$ cat src/rtl/core/wiegand_format_decoder_core_macros.svh
// ----------------------------------------------------------------------------
// Assertion macros for the card format decoder core
// Concurrent property shorthands that share one clock and reset.
// ----------------------------------------------------------------------------
`ifndef WIEGAND_FORMAT_DECODER_CORE_MACROS_SVH
`define WIEGAND_FORMAT_DECODER_CORE_MACROS_SVH

// Same-cycle implication, disabled while reset is high
`define WFD_ASSERT_IMPLIES(label, clk, rst, ante, cons) \
  label: assert property (@(posedge clk) disable iff (rst) (ante) |-> (cons)) \
    else $error("wfd core: same-cycle property failed");

// Next-cycle implication, disabled while reset is high
`define WFD_ASSERT_NEXT(label, clk, rst, ante, cons) \
  label: assert property (@(posedge clk) disable iff (rst) (ante) |=> (cons)) \
    else $error("wfd core: next-cycle property failed");

`endif

$ cat src/rtl/core/wfd_pkg.sv
// ----------------------------------------------------------------------------
// wfd_pkg
// Types, codes and the fixed card layout table of the format decoder.
// ----------------------------------------------------------------------------
package wfd_pkg;

  // Container and match limits
  localparam int CONTAINER_BITS = 48;
  localparam int MAX_MATCHES    = 2;
  localparam int NUM_FORMATS    = 10;

  // Field widths
  localparam int LEN_W   = 6;
  localparam int IDX_W   = 4;
  localparam int FAC_W   = 18;
  localparam int CARD_W  = 35;
  localparam int SCORE_W = 8;

  // Configuration port
  localparam int CFG_INDEX_W = 3;
  localparam int CFG_DATA_W  = 8;

  localparam logic [CFG_INDEX_W-1:0] REG_AMBIGUITY_MARGIN      = 3'd0;
  localparam logic [CFG_INDEX_W-1:0] REG_PARITY_BONUS          = 3'd1;
  localparam logic [CFG_INDEX_W-1:0] REG_PARITY_PENALTY        = 3'd2;
  localparam logic [CFG_INDEX_W-1:0] REG_HIGH_CONFIDENCE_SCORE = 3'd3;

  localparam logic [CFG_DATA_W-1:0] RST_AMBIGUITY_MARGIN      = 8'd15;
  localparam logic [CFG_DATA_W-1:0] RST_PARITY_BONUS          = 8'd25;
  localparam logic [CFG_DATA_W-1:0] RST_PARITY_PENALTY        = 8'd30;
  localparam logic [CFG_DATA_W-1:0] RST_HIGH_CONFIDENCE_SCORE = 8'd85;

  // Parity outcome codes
  localparam logic [1:0] PARITY_UNKNOWN = 2'd0;
  localparam logic [1:0] PARITY_VALID   = 2'd1;
  localparam logic [1:0] PARITY_INVALID = 2'd2;

  // Confidence codes
  localparam logic [1:0] CONF_LOW    = 2'd0;
  localparam logic [1:0] CONF_MEDIUM = 2'd1;
  localparam logic [1:0] CONF_HIGH   = 2'd2;

  // Three-mask parity masks over the low 32 bits
  localparam logic [31:0] MASK3_A = 32'hB6DB6DB6;
  localparam logic [31:0] MASK3_B = 32'h6DB6DB6C;

  // Container sentinel search
  localparam int LEAD_BITS     = 6;
  localparam int SENTINEL_LEN  = 37;
  localparam int SHORT_MAX_LEN = 36;
  localparam int SHORT_MIN_LEN = 26;

  typedef enum logic [1:0] {
    SCHEME_NONE,
    SCHEME_PAIR,
    SCHEME_MASK3
  } scheme_t;

  typedef struct packed {
    logic [LEN_W-1:0]   len;
    logic [LEN_W-1:0]   foff;
    logic [LEN_W-1:0]   flen;
    logic [LEN_W-1:0]   coff;
    logic [LEN_W-1:0]   clen;
    scheme_t            scheme;
    logic [LEN_W-1:0]   pa_bit;
    logic [LEN_W-1:0]   pa_off;
    logic [LEN_W-1:0]   pa_len;
    logic               pa_odd;
    logic [LEN_W-1:0]   pb_bit;
    logic [LEN_W-1:0]   pb_off;
    logic [LEN_W-1:0]   pb_len;
    logic               pb_odd;
    logic [SCORE_W-1:0] base;
  } layout_t;

  // len foff flen coff clen scheme pa_bit pa_off pa_len pa_odd pb_bit pb_off pb_len pb_odd base
  localparam layout_t LAYOUT_ROM [NUM_FORMATS] = '{
    '{6'd26, 6'd1, 6'd8,  6'd9,  6'd16, SCHEME_PAIR,  6'd0, 6'd1, 6'd12, 1'b0,
      6'd25, 6'd13, 6'd12, 1'b1, 8'd70},
    '{6'd32, 6'd0, 6'd8,  6'd8,  6'd24, SCHEME_NONE,  6'd0, 6'd0, 6'd0,  1'b0,
      6'd0,  6'd0,  6'd0,  1'b0, 8'd35},
    '{6'd32, 6'd0, 6'd12, 6'd12, 6'd20, SCHEME_NONE,  6'd0, 6'd0, 6'd0,  1'b0,
      6'd0,  6'd0,  6'd0,  1'b0, 8'd35},
    '{6'd34, 6'd1, 6'd16, 6'd17, 6'd16, SCHEME_PAIR,  6'd0, 6'd1, 6'd16, 1'b0,
      6'd33, 6'd17, 6'd16, 1'b1, 8'd65},
    '{6'd35, 6'd2, 6'd12, 6'd14, 6'd20, SCHEME_MASK3, 6'd0, 6'd0, 6'd0,  1'b0,
      6'd0,  6'd0,  6'd0,  1'b0, 8'd67},
    '{6'd36, 6'd1, 6'd18, 6'd19, 6'd16, SCHEME_NONE,  6'd0, 6'd0, 6'd0,  1'b0,
      6'd0,  6'd0,  6'd0,  1'b0, 8'd35},
    '{6'd37, 6'd0, 6'd0,  6'd1,  6'd35, SCHEME_PAIR,  6'd0, 6'd1, 6'd18, 1'b0,
      6'd36, 6'd18, 6'd18, 1'b1, 8'd55},
    '{6'd37, 6'd1, 6'd16, 6'd17, 6'd19, SCHEME_PAIR,  6'd0, 6'd1, 6'd18, 1'b0,
      6'd36, 6'd18, 6'd18, 1'b1, 8'd60},
    '{6'd40, 6'd0, 6'd8,  6'd8,  6'd32, SCHEME_NONE,  6'd0, 6'd0, 6'd0,  1'b0,
      6'd0,  6'd0,  6'd0,  1'b0, 8'd35},
    '{6'd40, 6'd0, 6'd16, 6'd16, 6'd24, SCHEME_NONE,  6'd0, 6'd0, 6'd0,  1'b0,
      6'd0,  6'd0,  6'd0,  1'b0, 8'd35}
  };

  // Credential word
  typedef struct packed {
    logic                      op;
    logic [CONTAINER_BITS-1:0] raw_bits;
    logic [LEN_W-1:0]          given_length;
  } cred_word_t;

  // Result word
  typedef struct packed {
    logic [IDX_W-1:0]   format_index;
    logic [FAC_W-1:0]   facility_code;
    logic [CARD_W-1:0]  card_number;
    logic [1:0]         parity_status;
    logic [SCORE_W-1:0] score;
    logic               ambiguous;
    logic [1:0]         confidence;
    logic [LEN_W-1:0]   decoded_length;
    logic               found;
    logic               last;
  } result_word_t;

endpackage

$ cat src/rtl/core/wfd_cred_if.sv
// ----------------------------------------------------------------------------
// wfd_cred_if
// Valid/ready channel carrying one credential word.
// ----------------------------------------------------------------------------
interface wfd_cred_if;
  logic                valid;
  logic                ready;
  wfd_pkg::cred_word_t data;

  modport source (output valid, output data, input ready);
  modport sink   (input valid, input data, output ready);
endinterface

$ cat src/rtl/core/wfd_result_if.sv
// ----------------------------------------------------------------------------
// wfd_result_if
// Valid/ready channel carrying one decode result word.
// ----------------------------------------------------------------------------
interface wfd_result_if;
  logic                  valid;
  logic                  ready;
  wfd_pkg::result_word_t data;

  modport source (output valid, output data, input ready);
  modport sink   (input valid, input data, output ready);
endinterface

$ cat src/rtl/core/wiegand_format_decoder_core.sv
// ----------------------------------------------------------------------------
// wiegand_format_decoder_core
// Card format decoder: layout match, field extraction, parity scoring, sort.
// ----------------------------------------------------------------------------
//  channel      dir  payload                      handshake
//  credential   in   op, raw_bits, given_length   valid/ready
//  result       out  result_word_t                valid/ready, last ends a run
//  wr_*         in   register index, 8-bit data   write on wr_en, no stall
//
//  A credential is registered in the input register, decoded combinationally
//  and loaded into a two-word result buffer, which presents the first word.
//  The result port moves one word per cycle while result.ready is high; a
//  credential with one match yields one word and one with two yields two.
//  Reset clears only the valid flags, the word pointer and the configuration registers; no clearing pass.
//  A stalled result holds the buffer; one further credential waits in the
//  input register while the buffer drains.
// ----------------------------------------------------------------------------
`include "wiegand_format_decoder_core_macros.svh"

module wiegand_format_decoder_core (
  input  logic                                clk,
  input  logic                                rst,
  wfd_cred_if.sink                            credential,
  wfd_result_if.source                        result,
  input  logic                                wr_en,
  input  logic [wfd_pkg::CFG_INDEX_W-1:0]     wr_index,
  input  logic [wfd_pkg::CFG_DATA_W-1:0]      wr_data
);

  localparam int CB = wfd_pkg::CONTAINER_BITS;

  // Configuration registers
  logic [wfd_pkg::CFG_DATA_W-1:0] ambiguity_margin;
  logic [wfd_pkg::CFG_DATA_W-1:0] parity_bonus;
  logic [wfd_pkg::CFG_DATA_W-1:0] parity_penalty;
  logic [wfd_pkg::CFG_DATA_W-1:0] high_confidence_score;

  // Input register
  logic                in_valid;
  logic                in_ready;
  wfd_pkg::cred_word_t in_word;

  // Result buffer
  logic                  res_valid;
  logic                  res_sel;
  logic                  res_last;
  logic                  out_fire;
  logic                  load;
  wfd_pkg::result_word_t res_slot [2];

  // Decode path
  logic [wfd_pkg::LEN_W-1:0]   dec_len;
  logic [wfd_pkg::FAC_W-1:0]   cand_fac   [wfd_pkg::NUM_FORMATS];
  logic [wfd_pkg::CARD_W-1:0]  cand_card  [wfd_pkg::NUM_FORMATS];
  logic [1:0]                  cand_par   [wfd_pkg::NUM_FORMATS];
  logic [wfd_pkg::SCORE_W-1:0] cand_score [wfd_pkg::NUM_FORMATS];
  logic                        have0;
  logic                        have1;
  logic [wfd_pkg::IDX_W-1:0]   sel0;
  logic [wfd_pkg::IDX_W-1:0]   sel1;
  wfd_pkg::result_word_t       word0;
  wfd_pkg::result_word_t       word1;

  // Field at a bit offset counted from the first transmitted bit
  function automatic logic [CB-1:0] field_bits(input logic [CB-1:0] raw,
                                               input logic [wfd_pkg::LEN_W-1:0] len,
                                               input logic [wfd_pkg::LEN_W-1:0] off,
                                               input logic [wfd_pkg::LEN_W-1:0] flen);
    logic [CB-1:0] mask;
    mask = ({{(CB-1){1'b0}}, 1'b1} << flen) - {{(CB-1){1'b0}}, 1'b1};
    field_bits = (raw >> (len - off - flen)) & mask;
  endfunction

  // Parity bit against a contiguous run of covered bits
  function automatic logic pair_ok(input logic [CB-1:0] raw,
                                   input logic [wfd_pkg::LEN_W-1:0] len,
                                   input logic [wfd_pkg::LEN_W-1:0] pbit,
                                   input logic [wfd_pkg::LEN_W-1:0] off,
                                   input logic [wfd_pkg::LEN_W-1:0] n,
                                   input logic odd);
    logic [CB-1:0]             mask;
    logic [wfd_pkg::LEN_W-1:0] pos;
    logic                      ones;
    mask = (({{(CB-1){1'b0}}, 1'b1} << n) - {{(CB-1){1'b0}}, 1'b1}) << (len - off - n);
    pos  = len - 6'd1 - pbit;
    ones = raw[pos] ^ (^(raw & mask));
    pair_ok = (ones == odd);
  endfunction

  // Three interleaved parity masks of the 35-bit layout
  function automatic logic mask3_ok(input logic [CB-1:0] raw);
    logic ea;
    logic eb;
    logic ec;
    ea = raw[32] ^ (^(raw[31:0] & wfd_pkg::MASK3_A));
    eb = raw[32] ^ raw[33] ^ (^(raw[31:0] & wfd_pkg::MASK3_B)) ^ 1'b1;
    ec = raw[32] ^ raw[33] ^ (^raw[31:0]) ^ 1'b1;
    mask3_ok = (raw[33] == ea) && (raw[0] == eb) && (raw[34] == ec);
  endfunction

  // Hold the configuration registers
  always_ff @(posedge clk) begin
    if (rst) begin
      ambiguity_margin      <= wfd_pkg::RST_AMBIGUITY_MARGIN;
      parity_bonus          <= wfd_pkg::RST_PARITY_BONUS;
      parity_penalty        <= wfd_pkg::RST_PARITY_PENALTY;
      high_confidence_score <= wfd_pkg::RST_HIGH_CONFIDENCE_SCORE;
    end else if (wr_en) begin
      unique case (wr_index)
        wfd_pkg::REG_AMBIGUITY_MARGIN:      ambiguity_margin      <= wr_data;
        wfd_pkg::REG_PARITY_BONUS:          parity_bonus          <= wr_data;
        wfd_pkg::REG_PARITY_PENALTY:        parity_penalty        <= wr_data;
        wfd_pkg::REG_HIGH_CONFIDENCE_SCORE: high_confidence_score <= wr_data;
        default: ;
      endcase
    end
  end

  // Derive the credential length; container sentinel search when op is set
  always_comb begin
    dec_len = '0;
    if (!in_word.op) begin
      dec_len = in_word.given_length;
    end else if (|in_word.raw_bits[CB-1:CB-wfd_pkg::LEAD_BITS]) begin
      dec_len = '0;
    end else if (!in_word.raw_bits[CB-1-wfd_pkg::LEAD_BITS]) begin
      dec_len = wfd_pkg::LEN_W'(wfd_pkg::SENTINEL_LEN);
    end else begin
      // lowest offset wins, so scan from the far end
      for (int k = wfd_pkg::LEAD_BITS + 1 + wfd_pkg::SHORT_MAX_LEN - wfd_pkg::SHORT_MIN_LEN;
           k >= wfd_pkg::LEAD_BITS + 1; k--) begin
        if (in_word.raw_bits[CB-1-k]) begin
          dec_len = wfd_pkg::LEN_W'(wfd_pkg::SHORT_MAX_LEN + wfd_pkg::LEAD_BITS + 1 - k);
        end
      end
    end
  end

  // Extract fields and score every layout in parallel
  always_comb begin
    wfd_pkg::layout_t lay;
    logic [wfd_pkg::SCORE_W:0] sum;
    logic                      ok;
    for (int i = 0; i < wfd_pkg::NUM_FORMATS; i++) begin
      lay = wfd_pkg::LAYOUT_ROM[i];
      cand_fac[i]  = wfd_pkg::FAC_W'(field_bits(in_word.raw_bits, lay.len, lay.foff, lay.flen));
      cand_card[i] = wfd_pkg::CARD_W'(field_bits(in_word.raw_bits, lay.len, lay.coff,
                                                 lay.clen));
      ok  = 1'b0;
      sum = {1'b0, lay.base} + {1'b0, parity_bonus};
      unique case (lay.scheme)
        wfd_pkg::SCHEME_PAIR: begin
          ok = pair_ok(in_word.raw_bits, lay.len, lay.pa_bit, lay.pa_off, lay.pa_len,
                       lay.pa_odd) &&
               pair_ok(in_word.raw_bits, lay.len, lay.pb_bit, lay.pb_off, lay.pb_len,
                       lay.pb_odd);
        end
        wfd_pkg::SCHEME_MASK3: ok = mask3_ok(in_word.raw_bits);
        default:               ok = 1'b0;
      endcase
      if (lay.scheme == wfd_pkg::SCHEME_NONE) begin
        cand_par[i]   = wfd_pkg::PARITY_UNKNOWN;
        cand_score[i] = lay.base;
      end else if (ok) begin
        cand_par[i]   = wfd_pkg::PARITY_VALID;
        cand_score[i] = sum[wfd_pkg::SCORE_W] ? '1 : sum[wfd_pkg::SCORE_W-1:0];
      end else begin
        cand_par[i]   = wfd_pkg::PARITY_INVALID;
        cand_score[i] = (lay.base > parity_penalty) ? lay.base - parity_penalty : '0;
      end
    end
  end

  // Pick the first matching layouts in table order
  always_comb begin
    have0 = 1'b0;
    have1 = 1'b0;
    sel0  = '0;
    sel1  = '0;
    for (int i = 0; i < wfd_pkg::NUM_FORMATS; i++) begin
      if (wfd_pkg::LAYOUT_ROM[i].len == dec_len) begin
        if (!have0) begin
          have0 = 1'b1;
          sel0  = wfd_pkg::IDX_W'(i);
        end else if (!have1 && (wfd_pkg::MAX_MATCHES > 1)) begin
          have1 = 1'b1;
          sel1  = wfd_pkg::IDX_W'(i);
        end
      end
    end
  end

  // Order the matches by score, keep table order on ties, and flag the run
  always_comb begin
    wfd_pkg::result_word_t     ma;
    wfd_pkg::result_word_t     mb;
    logic [wfd_pkg::SCORE_W-1:0] gap;
    logic                      amb;
    logic [1:0]                conf;
    ma = '0;
    mb = '0;
    ma.format_index  = sel0;
    ma.facility_code = cand_fac[sel0];
    ma.card_number   = cand_card[sel0];
    ma.parity_status = cand_par[sel0];
    ma.score         = cand_score[sel0];
    mb.format_index  = sel1;
    mb.facility_code = cand_fac[sel1];
    mb.card_number   = cand_card[sel1];
    mb.parity_status = cand_par[sel1];
    mb.score         = cand_score[sel1];
    if (have1 && (mb.score > ma.score)) begin
      word0 = mb;
      word1 = ma;
    end else begin
      word0 = ma;
      word1 = mb;
    end
    gap  = word0.score - word1.score;
    amb  = have1 && (gap < ambiguity_margin);
    conf = amb ? wfd_pkg::CONF_LOW :
           (word0.score >= high_confidence_score) ? wfd_pkg::CONF_HIGH : wfd_pkg::CONF_MEDIUM;
    word0.ambiguous      = amb;
    word0.confidence     = conf;
    word0.decoded_length = dec_len;
    word0.found          = 1'b1;
    word0.last           = !have1;
    word1.ambiguous      = amb;
    word1.confidence     = conf;
    word1.decoded_length = dec_len;
    word1.found          = 1'b1;
    word1.last           = 1'b1;
    // no match: a single zero word, with only last set, that ends the run
    if (!have0) begin
      word0      = '0;
      word0.last = 1'b1;
    end
  end

  // Handshake: load the buffer when empty or when its last word leaves
  assign res_last   = res_sel ? res_slot[1].last : res_slot[0].last;
  assign out_fire   = res_valid && result.ready;
  assign load       = in_valid && (!res_valid || (out_fire && res_last));
  assign in_ready   = !in_valid || load;

  assign credential.ready = in_ready;
  assign result.valid     = res_valid;
  assign result.data      = res_sel ? res_slot[1] : res_slot[0];

  // Advance the valid flags and the word pointer
  always_ff @(posedge clk) begin
    if (rst) begin
      in_valid  <= 1'b0;
      res_valid <= 1'b0;
      res_sel   <= 1'b0;
    end else begin
      if (credential.valid && in_ready) begin
        in_valid <= 1'b1;
      end else if (load) begin
        in_valid <= 1'b0;
      end
      if (load) begin
        res_valid <= 1'b1;
        res_sel   <= 1'b0;
      end else if (out_fire) begin
        if (res_last) begin
          res_valid <= 1'b0;
        end else begin
          res_sel <= 1'b1;
        end
      end
    end
  end

  // Capture payloads
  always_ff @(posedge clk) begin
    if (credential.valid && in_ready) begin
      in_word <= credential.data;
    end
    if (load) begin
      res_slot[0] <= word0;
      res_slot[1] <= word1;
    end
  end

  // Checks
  `WFD_ASSERT_IMPLIES(a_nomatch_last, clk, rst, result.valid && !result.data.found, result.data.last)
  `WFD_ASSERT_NEXT(a_second_follows, clk, rst, out_fire && !res_last, result.valid && res_last)
  `WFD_ASSERT_IMPLIES(a_found_len, clk, rst, result.valid && result.data.found, result.data.decoded_length != 6'd0)
  `WFD_ASSERT_IMPLIES(a_amb_low, clk, rst, result.valid && result.data.ambiguous, result.data.confidence == wfd_pkg::CONF_LOW)

endmodule
$ cat src/flat_wrapper.sv
// flat-port wrapper written by rule: the top's interface ports become plain ports
module wiegand_format_decoder_core_flat 
  (clk, rst, wr_en, wr_index, wr_data, credential_valid, credential_data, credential_ready, result_valid, result_data, result_ready);
  wfd_cred_if credential_i ();
  wfd_result_if result_i ();
  input  logic clk;
  input  logic rst;
  input  logic wr_en;
  input  logic [wfd_pkg::CFG_INDEX_W-1:0] wr_index;
  input  logic [wfd_pkg::CFG_DATA_W-1:0] wr_data;
  input wire logic [$bits(credential_i.valid)-1:0] credential_valid;
  input wire logic [$bits(credential_i.data)-1:0] credential_data;
  output wire logic [$bits(credential_i.ready)-1:0] credential_ready;
  output wire logic [$bits(result_i.valid)-1:0] result_valid;
  output wire logic [$bits(result_i.data)-1:0] result_data;
  input wire logic [$bits(result_i.ready)-1:0] result_ready;
  assign credential_i.valid = credential_valid;
  assign credential_i.data = credential_data;
  assign credential_ready = credential_i.ready;
  assign result_valid = result_i.valid;
  assign result_data = result_i.data;
  assign result_i.ready = result_ready;
  wiegand_format_decoder_core u_core (.clk(clk), .rst(rst), .credential(credential_i), .result(result_i), .wr_en(wr_en), .wr_index(wr_index), .wr_data(wr_data));
endmodule
$ cat config.mk
export PLATFORM = sky130hd
export DESIGN_NAME = wiegand_format_decoder_core_flat
export DESIGN_NICKNAME = d
export VERILOG_FILES = /design/src/rtl/core/wfd_pkg.sv /design/src/rtl/core/wfd_cred_if.sv /design/src/rtl/core/wfd_result_if.sv /design/src/rtl/core/wiegand_format_decoder_core.sv /design/src/flat_wrapper.sv
export VERILOG_INCLUDE_DIRS = /design/src /design/src/rtl/core
export SDC_FILE = /design/constraint.sdc
export NUM_CORES = 1
export LEC_CHECK = 0
export BUFFER_PORTS_ARGS = -buffer_cell sky130_fd_sc_hd__buf_2
export CAP_MARGIN = 25
export CORE_ASPECT_RATIO = 0.9
export CORE_UTILIZATION = 43
export CTS_BUF_LIST = sky130_fd_sc_hd__clkbuf_16
export DETAILED_ROUTE_END_ITERATION = 16
export GPL_TIMING_DRIVEN = 1
export MAX_ROUTING_LAYER = met4
export SETUP_SLACK_MARGIN = 0.02
export SKIP_CTS_REPAIR_TIMING = 1
export SLEW_MARGIN = 30
export SYNTH_ARGS = -nofsm -noshare
export SYNTH_HDL_FRONTEND = slang
export SYNTH_SLANG_ARGS = --single-unit
$ cat constraint.sdc
create_clock -name clk -period 18.6 [get_ports clk]
set_input_delay 4.65 -clock clk [delete_from_list [all_inputs] [get_ports clk]]
set_output_delay 4.65 -clock clk [all_outputs]
set_load 0.005 [all_outputs]
# Word-level counts from Yosys, hierarchy flattened
# Memories as Yosys holds them, arrays and structs flattened.
# Index checks and enable logic that the tools add are counted.
# totals
mem_bits_rw,156
n_memories,1
regBits,90
wordCells,243
output_inout_bits,80
input_bits,71
# classes
mux,143
order_cmp,10
eq_ne,13
n_reduce_logical,37
n_bitwise,18
addsub,11
# memory_table
name,depth,width,rd,rd_clocked_by_memory_dff,wr,line_no,text
u_core.res_slot,2,78,2,0,2,wiegand_format_decoder_core.sv:49,wfd_pkg::result_word_t res_slot [2];
# op_table
op,count
$mux 78,4
$reduce_xor 48->1,6
$bmux 35 s4,2
$mux 4,42
$mux 8,19
$bmux 18 s4,2
$mux 35,4
$reduce_xor 32->1,3
$mux 6,13
$mux 18,4
$bmux 8 s4,2
$mux 1,38
$eq 6x6->1 const A,6
$add 7x8->9 const A,3
$gt 7x8->1 const A,3
$sub 7x8->8 const A,3
$mux 2,10
$add 6x8->9 const A,2
$bmux 2 s4,2
$gt 6x8->1 const A,2
$sub 6x8->8 const A,2
$reduce_and 2->1,6
$logic_and 1x1->1,11
$ge 5x5->1 const B,2
18 further kinds,41

# Longest topological paths before layout
# Gate-level depths: netlist (run 1).
# depth
word_depth,54
ltp_mapped,48
depth_no_buf,42

# Worst setup path before layout (run 1)
# OpenSTA, ideal clock, no wires.
# synth_path
path_type,input to register
start,input result_ready
end,memory u_core.res_slot[0][0] (netlist name) (enable)
t_arrival_ns,15.854
cell_stages,2
path_slack_ns,1.843
required_ns,17.697
cell_sequence,nand2_1 > a21boi_0
# synth_lines
item,line_no,text
start: declaration,flat_wrapper.sv:16,input wire logic [$bits(result_i.ready)-1:0] result_ready;
end: declaration,wiegand_format_decoder_core.sv:49,

==> results of run 1 <==
## how the worst min path moves through the flow
stage,to,slack (ps),depth (start not counted)
global route,u_core.high_confidence_score[5],500,2
floorplan,u_core.high_confidence_score[1],440,2
finish,u_core.high_confidence_score[5],460,2
global placement,u_core.high_confidence_score[3],450,2
detailed placement,u_core.high_confidence_score[3],450,2
CTS,u_core.high_confidence_score[3],460,2
## sequential cells by signal, summed over array words and instances, names as in the netlist, 4 cells and up
| signal | flops |
|---|---|
| u_core.cand_fac | 4 |
| u_core.parity_penalty | 8 |
| u_core.high_confidence_score | 8 |
| u_core.cand_card | 36 |
| u_core.in_word | 15 |
| u_core.ambiguity_margin | 8 |
| u_core.parity_bonus | 8 |
| u_core.res_slot | 154 |
## Yosys cell counts, types with 5 or more instances
library cell,n
edfxtp_1,209
dfxtp_1,35
o22ai_1,14
a211oi_1,34
a221oi_1,21
or3_1,5
a22oi_1,28
nor4_1,6
or4_1,5
buf_2,15
a21boi_0,6
nor2b_1,18
nand3_1,37
inv_1,47
a21o_1,7
nor3_1,29
xnor2_1,48
a31oi_1,16
nand2b_1,18
a222oi_1,5
and2_1,19
ha_1,54
o211ai_1,27
o31ai_1,11
o21a_1,8
a21oi_1,136
mux2i_1,53
xnor3_1,13
and3_1,11
mux2_2,99
clkbuf_1,100
o21ai_0,89
a311oi_1,5
nand2_1,213
buf_1,23
nand4_1,6
xor2_1,23
nor2_1,201
a32oi_1,9
## worst register-to-register path: cells and delay by family, from the launching register on
kind	cells	cell delay, ps
compound gates	13	3680
simple gates	15	2850
fa+ha+maj	4	1320
buf+inv	4	1190
flops	1	790
xor+xnor	1	150
## cells by family (layout without fill, tap and decap cells)
| family | after synthesis | in the layout |
|---|---|---|
| and+or+nand+nor | 585 | 585 |
| AOI/OAI and AO/OA | 486 | 486 |
| DFF | 244 | 244 |
| buffers and inverters | 190 | 270 |
| muxes | 153 | 153 |
| xor gates and xnor gates | 86 | 86 |
| adders and majority gates | 54 | 54 |
## through the flow
step                utilization (%)  setup WS, ps
finish                         48.7          8370
global route                   48.7          7550
CTS                            48.6          8550
global placement               46.6          8700
detailed placement             46.7          8600
floorplan                         -          1840
## routing by layer
layer / part of all wire (%) / track usage, %
met4: 1.6 / 4.63
met5: 0 / -
met2: 42 / 37.9
met1: 47 / 39.8
met3: 9.2 / 5.48
## cell type report
cell class	count	share of cell area, %
multi-input combinational	1364	49.2
sequential	244	37.2
timing repair buffer	176	5.05
tap	525	3.50
inverter	49	0.980
clock inverter	18	0.434
clock buffer	27	3.60
## power groups by stage
stage | registers [W] | clock network (W) | logic, W
after floorplan | 0.000674 | 0 | 0.000647
after global placement | 0.000684 | 0 | 0.000869
after detailed placement | 0.000685 | 0 | 0.000875
after CTS | 0.000674 | 0.000482 | 0.000880
after global routing | 0.000679 | 0.000504 | 0.000975
final | 0.000675 | 0.000471 | 0.000891
==> impl_metrics.xml, run 1 <==
<?xml version="1.0" encoding="UTF-8"?>
<metrics>
  <group name="floorplan">
    <metric name="num_ports" unit="">151</metric>
    <metric name="chipWidth" unit="µm">211</metric>
    <metric name="coreArea" unit="µm²">38500</metric>
    <metric name="site_rows" unit="">68</metric>
    <metric name="die_height" unit="µm">190</metric>
    <metric name="design.die.area" unit="µm²">40000</metric>
    <metric name="initial_utilization" unit="%">43.8</metric>
  </group>
  <group name="synth">
    <metric name="mappedNetlistArea" unit="µm²">16900</metric>
    <metric name="ys_async_sr_fraction" unit="%">0</metric>
    <metric name="netlist_top_cells_area" unit="">edfxtp_1 37%, mux2_2 6.6%, nand2_1 4.7%</metric>
    <metric name="synth.distinct_cells" unit="">87</metric>
    <metric name="synth-seq-area-share" unit="%">41.3</metric>
    <metric name="post_syn_instances" unit="">1798</metric>
    <metric name="main_combinational_cell_family_by_area_after_synthesis" unit="">compound AO/OA/AOI/OAI gates</metric>
    <metric name="synth.mux.area_fraction" unit="%">9.82</metric>
    <metric name="synth_edf_count" unit="">209</metric>
    <metric name="number_of_nets_in_the_synthesized_netlist" unit="">1923</metric>
    <metric name="synth_area_per_cell" unit="µm²">9.38</metric>
    <metric name="synthXorXnorAreaFrac" unit="%">5.71</metric>
    <metric name="post-synth-top-area-fraction" unit="%">37.2</metric>
    <metric name="synth_flop_cell" unit="">edfxtp_1</metric>
    <metric name="synth_compound_area_share" unit="%">19.2</metric>
    <metric name="synthDominantAreaCellType" unit="">edfxtp_1</metric>
    <metric name="synth.yosys.warnings" unit="">0</metric>
    <metric name="synth_seq_cells" unit="">244</metric>
    <metric name="synth-simple-area-share" unit="%">15.5</metric>
    <metric name="adder_and_majority_cell_fraction_of_the_synthesized_area" unit="%">4.00</metric>
  </group>
  <group name="final_layout">
    <metric name="final.fill_count" unit="">3642</metric>
    <metric name="stdcell_area" unit="µm²">18800</metric>
    <metric name="n_antenna_cell" unit="">0</metric>
    <metric name="most_common_cell_after_layout_fill_and_taps_aside" unit="">nand2_1</metric>
    <metric name="area_delta_synth_final" unit="%">11.2</metric>
    <metric name="drive_above_1_share" unit="%">18.2</metric>
    <metric name="area.sequential" unit="µm²">6980</metric>
    <metric name="multi_input_comb_area" unit="µm²">9230</metric>
    <metric name="layout.cells.most_common_list" unit="">212 x nand2_1, 209 x edfxtp_1, 198 x nor2_1</metric>
    <metric name="final_cells" unit="">2403</metric>
    <metric name="num-nets-final" unit="">1987</metric>
  </group>
  <group name="sta">
    <metric name="max_freq" unit="MHz">97.7</metric>
    <metric name="worst_hold_margin" unit="ps">460</metric>
    <metric name="final_period_minus_worst_setup_slack" unit="ps">10230</metric>
    <metric name="finClkSkew" unit="ps">20.4</metric>
    <metric name="unrepaired_setup_endpoints_after_global_routing" unit="">false</metric>
    <metric name="slew_headroom" unit="%">36.1</metric>
    <metric name="final-max-slew-violation-count" unit="">0</metric>
    <metric name="final-setup-viol-count" unit="">0</metric>
    <metric name="timing.final.hold_violations" unit="">0</metric>
    <metric name="max_slew.worst_pin.slew" unit="ps">955</metric>
    <metric name="setup_tns_after_final_layout" unit="ps">0</metric>
    <metric name="final.period_utilization" unit="%">55.0</metric>
  </group>
  <group name="critical_path">
    <metric name="timing.rr.start" unit="">u_core.cand_card[136]</metric>
    <metric name="crit_slowest_cell" unit="">edfxtp_1</metric>
    <metric name="worst-path-max-fanout" unit="">38</metric>
    <metric name="worst_path_dominant_cell_family" unit="">compound AO/OA/AOI/OAI gates</metric>
    <metric name="critical_path_buf_inv_count" unit="">4</metric>
    <metric name="register_to_register_setup_slack" unit="ps">8370</metric>
    <metric name="timing.critical_path.from_type" unit="">register</metric>
    <metric name="timing.critical_path.required" unit="ps">18890</metric>
    <metric name="ff2ff_path_depth" unit="">37</metric>
    <metric name="critical-path-top-cell-by-count" unit="">ha_1</metric>
    <metric name="timing.critical_path.slowest_cell_delay" unit="ps">790</metric>
    <metric name="timing_endpoint_of_the_critical_path" unit="">u_core.res_slot[0][9]</metric>
    <metric name="crit_cells" unit="">37</metric>
    <metric name="critical_path.reg2reg.endpoint" unit="">u_core.res_slot[0][9]</metric>
    <metric name="critPathCaptureType" unit="">register</metric>
    <metric name="setup.worst_path.class" unit="">register to register</metric>
    <metric name="critical_path_arrival" unit="ps">10520</metric>
    <metric name="setup.worst_path.start" unit="">u_core.cand_card[136]</metric>
  </group>
  <group name="power_and_ir_drop">
    <metric name="comb_power_share" unit="%">43.7</metric>
    <metric name="netSwitchingFraction" unit="%">38.8</metric>
    <metric name="power.static_leakage" unit="nW">6.99</metric>
    <metric name="power_frac_seq" unit="%">33.1</metric>
    <metric name="report.power.total" unit="W">0.00204</metric>
    <metric name="p_per_area" unit="nW/µm²">109</metric>
    <metric name="power.net_switching" unit="W">0.000790</metric>
    <metric name="worst_ir_drop_vdd" unit="mV">0.0710</metric>
    <metric name="power.internal" unit="W">0.00125</metric>
    <metric name="p_clk_share" unit="%">23.1</metric>
  </group>
  <group name="detailed_routing">
    <metric name="wirelength" unit="mm">52.9</metric>
    <metric name="ant_nets" unit="">0</metric>
    <metric name="first_pass_drt_iterations" unit="">6</metric>
    <metric name="dr_total_vias" unit="">14400</metric>
    <metric name="remaining_drc_errors" unit="">0</metric>
    <metric name="first_iter_violations" unit="">1519</metric>
    <metric name="post_drt_wl_per_cell" unit="µm">22.0</metric>
    <metric name="vias_per_cell" unit="">5.99</metric>
  </group>
  <group name="placed_design">
    <metric name="dp_hpwl" unit="mm">37.8</metric>
    <metric name="place.port_buffers" unit="">150</metric>
    <metric name="place.detailed.instances" unit="">2358</metric>
    <metric name="placement.cell_area" unit="µm²">18000</metric>
    <metric name="gp_congestion" unit="">1.01</metric>
  </group>
  <group name="clocking">
    <metric name="numCtsBuffers" unit="">27</metric>
    <metric name="cts.reportedPaths.clkPinSlew" unit="ps">60</metric>
    <metric name="insertion_delay" unit="ps">550</metric>
    <metric name="htreeDepth" unit="">1</metric>
    <metric name="tritoncts_sink_count" unit="">244</metric>
    <metric name="clk_path_buf_depth" unit="">3</metric>
    <metric name="cts_tree" unit="">done</metric>
    <metric name="clk_root_buffer_cell" unit="">clkbuf_16</metric>
  </group>
  <group name="global_routing">
    <metric name="grt.overflow.total" unit="">0</metric>
    <metric name="first_global_vias" unit="">13200</metric>
    <metric name="grt_use_total" unit="%">26.8</metric>
    <metric name="grt_start_max_net_pins" unit="">91</metric>
    <metric name="antenna_found_initial" unit="">0</metric>
    <metric name="grt_first_pass_wirelength" unit="mm">80.5</metric>
  </group>
  <group name="job">
    <metric name="cap_violations" unit="">0</metric>
  </group>
  <group name="outcome">
    <metric name="outcome" unit="">finished, final reports clean</metric>
  </group>
  <group name="worst_hold_path">
    <metric name="hold_path_class" unit="">register to register</metric>
    <metric name="hold_path.startpoint" unit="">u_core.high_confidence_score[5]</metric>
  </group>
</metrics>
Power figures use the tool's default switching activity.
==> run 2: changes to the inputs <==
==> constraint.sdc (replaced) <==
create_clock -name clk -period 10.4 [get_ports clk]
set_input_delay 2.6 -clock clk [delete_from_list [all_inputs] [get_ports clk]]
set_output_delay 2.6 -clock clk [all_outputs]
set_load 0.005 [all_outputs]
==> run 2 against run 1 <==
Compared with the run above:
- sequential power increased by 79%
- via count increased by 0.60%
- first-iteration DRC count increased by 23%
- flip-flop and latch count unchanged
- combinational power increased by 85%
- hold slack improved by 4.5 ps
- clock skew increased by 16 ps
- register-to-register slack got worse by 7500 ps
- final cell count increased by 0.42%
- fmax increased by 7.6%
- critical path type unchanged
- largest cell class unchanged
==> impl_metrics.xml, run 2 (synthesized netlist as in run 1, its figures left out) <==
<?xml version="1.0" encoding="UTF-8"?>
<metrics>
  <group name="final_layout">
    <metric name="most_common_cell_after_layout_fill_and_taps_aside" unit="">nand2_1</metric>
    <metric name="num-nets-final" unit="">1993</metric>
    <metric name="stdcell_area" unit="µm²">18900</metric>
    <metric name="utilization" unit="%">49.0</metric>
    <metric name="max_flop_register" unit="">u_core.res_slot</metric>
    <metric name="area_delta_synth_final" unit="%">11.8</metric>
    <metric name="largest_register_ffs" unit="">154</metric>
    <metric name="layout.cells.most_common_list" unit="">213 x nand2_1, 209 x edfxtp_1, 200 x nor2_1</metric>
    <metric name="drive_above_1_share" unit="%">18.8</metric>
    <metric name="final_cells" unit="">2413</metric>
  </group>
  <group name="detailed_routing">
    <metric name="first_pass_drt_iterations" unit="">9</metric>
    <metric name="wirelength" unit="mm">54.7</metric>
    <metric name="post_drt_wl_per_cell" unit="µm">22.7</metric>
    <metric name="vias_per_cell" unit="">6.01</metric>
    <metric name="first_iter_violations" unit="">1870</metric>
    <metric name="dr_total_vias" unit="">14500</metric>
    <metric name="remaining_drc_errors" unit="">0</metric>
    <metric name="ant_nets" unit="">0</metric>
  </group>
  <group name="sta">
    <metric name="unrepaired_setup_endpoints_after_global_routing" unit="">false</metric>
    <metric name="final_period_minus_worst_setup_slack" unit="ps">9520</metric>
    <metric name="worst_slack" unit="ps">884</metric>
    <metric name="timing.final.hold_violations" unit="">0</metric>
    <metric name="setup_tns_after_final_layout" unit="ps">0</metric>
    <metric name="slew_headroom" unit="%">33.7</metric>
    <metric name="final-max-slew-violation-count" unit="">0</metric>
    <metric name="max_slew.worst_pin.slew" unit="ps">994</metric>
    <metric name="max_freq" unit="MHz">105</metric>
    <metric name="final-setup-viol-count" unit="">0</metric>
    <metric name="finClkSkew" unit="ps">36.0</metric>
    <metric name="final.period_utilization" unit="%">91.5</metric>
  </group>
  <group name="global_routing">
    <metric name="antenna_found_initial" unit="">1</metric>
    <metric name="first_global_vias" unit="">13300</metric>
    <metric name="grt.overflow.total" unit="">0</metric>
    <metric name="grt_use_total" unit="%">27.9</metric>
    <metric name="grt_start_max_net_pins" unit="">155</metric>
    <metric name="grt_first_pass_wirelength" unit="mm">83.3</metric>
  </group>
  <group name="power_and_ir_drop">
    <metric name="worst_ir_drop_vdd" unit="mV">0.118</metric>
    <metric name="power.static_leakage" unit="nW">7.07</metric>
    <metric name="p_per_area" unit="nW/µm²">199</metric>
  </group>
  <group name="clocking">
    <metric name="cts_tree" unit="">done</metric>
    <metric name="clk_path_buf_depth" unit="">3</metric>
    <metric name="htreeDepth" unit="">1</metric>
    <metric name="insertion_delay" unit="ps">570</metric>
    <metric name="clk_root_buffer_cell" unit="">clkbuf_16</metric>
    <metric name="numCtsBuffers" unit="">26</metric>
    <metric name="cts.reportedPaths.clkPinSlew" unit="ps">60</metric>
    <metric name="tritoncts_sink_count" unit="">244</metric>
  </group>
  <group name="placed_design">
    <metric name="placement.cell_area" unit="µm²">18000</metric>
    <metric name="dp_worst_setup_slack" unit="ps">536</metric>
    <metric name="dp_hpwl" unit="mm">39.8</metric>
    <metric name="gp_congestion" unit="">1.02</metric>
    <metric name="place.port_buffers" unit="">150</metric>
    <metric name="place.detailed.instances" unit="">2364</metric>
  </group>
  <group name="critical_path">
    <metric name="crit_slowest_cell" unit="">edfxtp_1</metric>
    <metric name="timing.critical_path.required" unit="ps">10700</metric>
    <metric name="worst-path-max-fanout" unit="">14</metric>
    <metric name="critPathCaptureType" unit="">register</metric>
    <metric name="setup.worst_path.class" unit="">register to register</metric>
    <metric name="critical-path-top-cell-by-count" unit="">ha_1</metric>
    <metric name="timing.critical_path.from_type" unit="">register</metric>
    <metric name="critical_path_arrival" unit="ps">9810</metric>
    <metric name="timing.critical_path.slowest_cell_delay" unit="ps">780</metric>
  </group>
  <group name="worst_hold_path">
    <metric name="hold_path_class" unit="">register to register</metric>
  </group>
  <group name="floorplan">
    <metric name="design.die.area" unit="µm²">40000</metric>
    <metric name="num_ports" unit="">151</metric>
    <metric name="site_rows" unit="">68</metric>
    <metric name="chipWidth" unit="µm">211</metric>
    <metric name="die_height" unit="µm">190</metric>
    <metric name="initial_utilization" unit="%">43.8</metric>
    <metric name="coreArea" unit="µm²">38500</metric>
  </group>
  <group name="job">
    <metric name="cap_violations" unit="">0</metric>
  </group>
  <group name="outcome">
    <metric name="outcome" unit="">finished, final reports clean</metric>
  </group>
</metrics>
run 2: final timing paths:
kind	startpoint	end	slack (ps)	depth (start not counted)
setup reg to reg	u_core.cand_card[66]	u_core.res_slot[0][9]	880	40
setup / recovery	u_core.cand_card[66]	u_core.res_slot[0][9]	880	40
hold / removal	u_core.high_confidence_score[1]	u_core.high_confidence_score[1]	460	2
hold reg to reg	u_core.high_confidence_score[1]	u_core.high_confidence_score[1]	460	2
run 2: power breakdown:
group	internal [W]	switching, W	leakage [nW]	total [W]
clock	0.000507	0.000399	0.412	0.000905
combinational	0.000616	0.00103	4.43	0.00165
sequential	0.00115	0.0000522	2.22	0.00121
run 2: area by class of cell:
class	instances	area [µm²]
antenna	1	2.50
clock buffer	26	651
clock inverter	21	170
fill	3656	19700
inverter	49	184
multi-input combinational	1364	9220
sequential	244	6980
tap	525	657
timing repair buffer	183	1010
run 2: worst max-delay path: cells and delay by family (launching register included):
kind	cells	cell delay (ps)
buffers and inverters	4	840
and+or+nand+nor	14	2440
DFF	1	780
AOI/OAI and AO/OA	16	3390
xor gates and xnor gates	1	180
adders and majority gates	5	1600
run 2: routing by layer:
metal / vias to the layer above / track usage, % / wire, µm
li1: 6766 / - / -
met1: 7004 / 43.1 / 26900
met2: 639 / 38.4 / 22600
met3: 83 / 3.90 / 4230
met4: 0 / 5.27 / 992
met5: - / - / 0
run 2: through the flow:
stage,power [W],hold slack (ps)
6_report,0.00376,464
5_1_grt,0.00396,482
4_1_cts,0.00375,466
3_5_place_dp,0.00284,457
3_3_place_gp,0.00285,449
2_1_floorplan,0.00235,436
